===== src/rtl/pscc_pkg.sv =====
// Shared types, widths and codes of the clamped PID speed controller.
package pscc_pkg;

    // Fixed field and register widths
    localparam int SPEED_W    = 16;
    localparam int DT_W       = 16;
    localparam int GAIN_W     = 24;
    localparam int LIMIT_W    = 8;
    localparam int DUTY_W     = 8;
    localparam int INTEG_W    = 48;
    localparam int CFG_IDX_W  = 3;
    localparam int CFG_DATA_W = 24;

    // Derived datapath widths
    localparam int ERR_W  = SPEED_W + 1;           // signed speed difference
    localparam int P_W    = ERR_W + GAIN_W + 1;    // signed proportional term
    localparam int KI_W   = GAIN_W + DT_W;         // gain_i * time_step
    localparam int NUM_W  = GAIN_W + SPEED_W;      // gain_d * |delta|
    localparam int PROD_W = SPEED_W + KI_W;        // |error| * gain_i * time_step
    localparam int U_W    = 64;                    // controller sum
    localparam int D_SAT_SHIFT = 60;               // derivative magnitude limit 2^60

    localparam logic [LIMIT_W-1:0] LIMIT_RESET = 8'd255;

    // Configuration register indexes
    typedef enum logic [CFG_IDX_W-1:0] {
        REG_TARGET     = 3'd0,
        REG_GAIN_P     = 3'd1,
        REG_GAIN_I     = 3'd2,
        REG_GAIN_D     = 3'd3,
        REG_DUTY_LIMIT = 3'd4
    } cfg_reg_t;

    // Clamp status codes
    typedef enum logic [1:0] {
        CLAMP_NONE = 2'd0,
        CLAMP_HIGH = 2'd1,
        CLAMP_ZERO = 2'd2
    } clamp_t;

    // Sequencer states
    typedef enum logic [2:0] {
        ST_IDLE,
        ST_MUL,
        ST_IMUL,
        ST_IACC,
        ST_DIV,
        ST_SUM,
        ST_OUT
    } state_t;

    // Controller to datapath commands
    typedef struct packed {
        logic load;      // capture the input word
        logic mul;       // form P, gain_i*dt and gain_d*|delta|
        logic imul;      // integral product, start the divider
        logic iacc;      // saturating integral update
        logic sum;       // form u
        logic out_load;  // clamp into the output register
    } dp_cmd_t;

    // Datapath to controller status
    typedef struct packed {
        logic div_busy;
    } dp_status_t;

endpackage


===== src/rtl/pscc_ctrl.sv =====
// Controller: sequences one word through the datapath and owns the output valid.
module pscc_ctrl
    import pscc_pkg::*;
(
    input  logic       clk,
    input  logic       rst_n,
    input  logic       s_tvalid,
    output logic       s_tready,
    output logic       m_tvalid,
    input  logic       m_tready,
    input  dp_status_t status,
    output dp_cmd_t    cmd
);

    state_t state_reg, state_next;
    logic   out_valid_reg, out_valid_next;

    // State and output valid registers
    always_ff @(posedge clk or negedge rst_n)
    begin
        if (!rst_n)
        begin
            state_reg     <= ST_IDLE;
            out_valid_reg <= 1'b0;
        end
        else
        begin
            state_reg     <= state_next;
            out_valid_reg <= out_valid_next;
        end
    end

    // Next state and commands
    always_comb
    begin
        state_next     = state_reg;
        cmd            = '0;
        out_valid_next = out_valid_reg && !m_tready;
        s_tready       = 1'b0;
        case (state_reg)
            ST_IDLE:
            begin
                s_tready = 1'b1;
                if (s_tvalid)
                begin
                    cmd.load   = 1'b1;
                    state_next = ST_MUL;
                end
            end
            ST_MUL:
            begin
                cmd.mul    = 1'b1;
                state_next = ST_IMUL;
            end
            ST_IMUL:
            begin
                cmd.imul   = 1'b1;
                state_next = ST_IACC;
            end
            ST_IACC:
            begin
                cmd.iacc   = 1'b1;
                state_next = ST_DIV;
            end
            ST_DIV:
            begin
                if (!status.div_busy)
                begin
                    state_next = ST_SUM;
                end
            end
            ST_SUM:
            begin
                cmd.sum    = 1'b1;
                state_next = ST_OUT;
            end
            ST_OUT:
            begin
                // wait until the output register is free or being emptied
                if (!out_valid_reg || m_tready)
                begin
                    cmd.out_load   = 1'b1;
                    out_valid_next = 1'b1;
                    state_next     = ST_IDLE;
                end
            end
            default:
            begin
                state_next = ST_IDLE;
            end
        endcase
    end

    assign m_tvalid = out_valid_reg;

endmodule


===== config.mk =====
export PLATFORM = sky130hd
export DESIGN_NAME = pscc_ctrl
export DESIGN_NICKNAME = d
export VERILOG_FILES = /design/src/rtl/pscc_pkg.sv /design/src/rtl/pscc_ctrl.sv
export SDC_FILE = /design/constraint.sdc
export NUM_CORES = 1
export LEC_CHECK = 0
export ABC_AREA = 1
export ABC_CLOCK_PERIOD_IN_PS = 1050
export BUFFER_PORTS_ARGS = -buffer_cell sky130_fd_sc_hd__buf_2
export CORE_AREA = 5 5 42 44
export CTS_CLUSTER_SIZE = 10
export DETAILED_ROUTE_END_ITERATION = 16
export DIE_AREA = 0 0 47 49
export SETUP_SLACK_MARGIN = 0.3
export SYNTH_ARGS = -nofsm -noshare
export SYNTH_HDL_FRONTEND = slang
export SYNTH_SLANG_ARGS = --single-unit

===== constraint.sdc =====
create_clock -name clk -period 1.05 [get_ports clk]
set_input_delay 0.0525 -clock clk [delete_from_list [all_inputs] [get_ports clk]]
set_output_delay 0.0525 -clock clk [all_outputs]
set_load 0.01 [all_outputs]

Yosys cells after proc, flatten, opt, wreduce, memory -nomap -nowiden
Index checks and enable logic that the tools add are counted.
{ "word_totals": {"reg_bits": 4, "inputBits": 5, "out_inout_bits": 8} }
{ "classes": {"n_eq_ne": 9, "n_mux": 15, "reduce_logical": 6} }
{ "ops": {"columns": ["cell", "count"], "rows": [
  ["3-bit case mux with 7 select lines", 1],
  ["1-bit two-way mux", 11],
  ["3-bit equality test, second input constant", 3],
  ["3-bit two-way mux", 3],
  ["3-bit by 2-bit equality test with 1-bit output, second input constant", 2],
  ["2-bit != test, second input constant", 3],
  ["3-bit by 1-bit equality test with 1-bit output, second input constant", 1],
  ["3-bit zero test", 1],
  ["3-bit AND reduction", 1],
  ["1-bit zero test", 2],
  ["1-bit logical AND", 1],
  ["1-bit logical OR", 1]
]} }

Depth between registers and ports, before layout
{ "logic_depth": {"word_depth": 4, "ltp_mapped": 5, "ltp_nobuf": 5} }

Worst setup path after synthesis
No wires, ideal clock.
{ "synth_timing": {"path_type": "reg2reg", "startpoint": "register state_reg[0]", "endpoint": "register state_reg[2]", "setup_ns": 0.124, "arrival_time_ns": 0.845, "slack_ns": 0.082, "stages_incl_launch_ff": 5, "path_buffers": 0, "path_cell_list": "dfrtp_1 nor2_1 nand2_2 nor2_2 o21bai_1"} }
{ "synth_between": {"elab_chain_cells": 3} }
{ "synth_lines": {"columns": ["item", "line_no", "text"], "rows": [
  ["from (decl)", "pscc_ctrl.sv:15", "state_t state_reg, state_next;"],
  ["from (signal assigned)", "pscc_ctrl.sv:28", "state_reg <= state_next;"],
  ["3-bit equality test / 3-bit zero test (equally long branches)", "pscc_ctrl.sv:40", "case (state_reg)"],
  ["2-bit != test (no source line)", null, null],
  ["3-bit AND reduction (no source line)", null, null]
]} }
Several ways; a longest one is shown, not always the timed one.
A chain may end at the register's enable or synchronous reset.

==> flow_summary.yaml <==
synth:
  ys.flop_type: "dfrtp_1"
  synth_cell_type_count: 10
  ys_seq_elements: 4
  syn_nets: 43
  synth.most_common_cell: "inv_1"
  synth-edff-count: 0
  synth_area_leader_cell: "dfrtp_1"
  synth_area_sq_um: 249
  synth_area_leaders: "dfrtp_1 (40%), inv_1 (14%), nand2_1 (11%), nor2_1 (11%), nand3_1 (8.0%)"
  synth.top_cell.area_share: 0.402
  ys_seq_area_frac: 0.402
  synth_common_cells: "inv_1 (9), nand2_1 (7), nor2_1 (7)"
  synth-async-reset-ratio: 1.00
  synthCells: 38
  syn_area_per_cell_sq_um: 6.55
  synth_warnings: 0
sta:
  skew_ns: 0.00154
  maxClockFrequency_mhz: 888
  hold_violations: 0
  tightest_slew_ns: 0.224
  report.final.slew_viol_count: 0
  max_slew_margin: 0.850
  setup_viol: 7
  fin_crit_ns: 1.13
  layout_setup_ws_ns: -0.0759
  hold_slack_ns: 0.121
  fin_tns_setup_ns: -0.430
  rsz0062_at_grt: "true"
  fin_crit_sh: 1.07
grt:
  gr-usage-met3: 0.0221
  first_global_vias: 301
  antenna_found_initial: 0
  grt_max_degree: 7
  grt_usage: 0.0672
  grt.met2_usage: 0.109
  busiest_layer: "met2"
  grt_pass1_wl_um: 1090
  met1_usage: 0.0580
  grt-ovfl-total: 0
place:
  hpwlAfterDp_um: 495
  port-buffer-count: 12
  place_congestion: 0.654
detailed_routing:
  drt_first_pass_iters: 4
  vias_per_cell: 3.97
  wire_per_inst_um: 8.53
  drt-initial-drc-count: 3
  drt-total-wl_um: 640
  vias: 298
  drc: 0
  detail-route-antenna-nets: 0
floorplanning:
  io_pins: 13
  rows: 14
  dieArea_sq_um: 2300
  start_util: 0.178
  die_h_um: 49
  design.core.area_sq_um: 1400
  die_w_um: 47
power:
  ir_drop_uv: 763
  pwr_density_cell_nw_per_um2: 2900
  power_mw: 1.37
  p_leak_nw: 0.262
critical_path:
  cpLargestDelayFamily: "flip-flops"
  cp_num_buf_inv: 2
  critPathCaptureType: "output pin"
  cp_max_fo: 5
  cp_slowest_stage_delay_ns: 0.41
  critPathLaunchType: "register"
  worstSetupPathType: "reg2out"
  critPathSlowestCell: "dfrtp_2"
  crit_chain: "nand2_2, nor2_4, inv_2, nor2_2, buf_2"
  cp.required_ns: 1.00
  worstPathArrival_ns: 1.07
clocking:
  cts_max_path_buffers: 2
  insertion_delay_ns: 0.23
  htree_levels: 1
  numCtsBuffers: 3
  clock_sinks: 4
  clkTransAtPathRegs_ns: 0.04
  cts_root_buf: "clkbuf_4"
  cts_tree: "done"
worst_hold_path:
  min_path_type: "in2reg"
final_layout:
  synthToLayoutAreaGrowth_pct: 90.5
  fill_cells: 157
  antennaDiodeCount: 0
  largest_reg_flops: 3
  nets: 66
  final_layout_size_suffix_gt1_frac: 0.610
run_status:
  status: "complete, but fails checks"
  failed_checks: "setup timing"
job:
  maxCapViolCount: 0
-- worst paths after layout --
| check | startpoint | end | slack [ns] | depth (start not counted) |
|---|---|---|---|---|
| max | state_reg[1] | cmd[0] | -0.08 | 5 |
| min | s_tvalid | state_reg[2] | 0.12 | 3 |
| max reg2reg | state_reg[1] | state_reg[2] | 0 | 5 |
| min reg2reg | m_tvalid | m_tvalid | 0.55 | 2 |
| max in group asynchronous | rst_n | state_reg[1] | 0.76 | 2 |
| min in group asynchronous | rst_n | state_reg[0] | 0.15 | 2 |
-- kinds of logic (layout without fill, tap and decap cells) --
group	after synthesis	in the layout	synth area share
and+or+nand+nor	23	23	0.412
DFF	4	4	0.402
AOI/OAI and AO/OA	2	2	0.0502
buffers and inverters	9	30	0.136
-- final cells by class --
cell class / count / area (sq um) / area share
clock buffer: 3 / 22.5 / 0.0475
multi-input combinational: 25 / 161 / 0.340
sequential: 4 / 104 / 0.219
tap: 16 / 20.0 / 0.0422
timing repair buffer: 18 / 133 / 0.280
inverter: 9 / 33.8 / 0.0712
-- power breakdown --
group | total (mW) | switching, mW | internal (mW)
logic | 0.836 | 0.416 | 0.420
clock network | 0.190 | 0.0622 | 0.128
registers | 0.349 | 0.110 | 0.238
total | 1.37 | 0.589 | 0.786
-- metal layers --
layer  wire (um)  vias up
met4           0        0
li1            -      155
met5           0        -
met3          50        0
met2         376        6
met1         213      137
-- per-stage QoR --
step	utilization	instance area, sq um	setup slack, ns	cells
floorplan	-	256	0.123	38
global placement	0.240	337	0.0662	66
detailed placement	0.240	337	0.0554	66
CTS	0.304	427	-0.112	73
global route	0.338	474	-0.164	75
finish	0.338	474	-0.0759	75
-- tightest hold or removal path, cell delays in order --
cell,delay (ns)
buf_2,0.11
nor2_4,0.04
o21bai_1,0.11
-- cells in the final DEF (no fill, tap or decap), drive strengths merged --
cell         Yosys  layout
buf              0      16
clkbuf           0       3
dfrtp            4       4
dlygate4sd3      0       2
inv              9       9
nand2            9       9
nand3            4       4
nor2             9       9
nor3             1       1
o21ai            1       1
o21bai           1       1
-- what timing repair did --
item / CTS / global route
hold endpoints to repair: 5 / 0
pin swaps: 5 / 5
setup endpoints to repair: 12 / 12
buffers inserted: 2 / 2
resized for setup: 7 / 9
hold buffers: 2 / 0
Note: power is estimated with default switching activity, not from simulation.
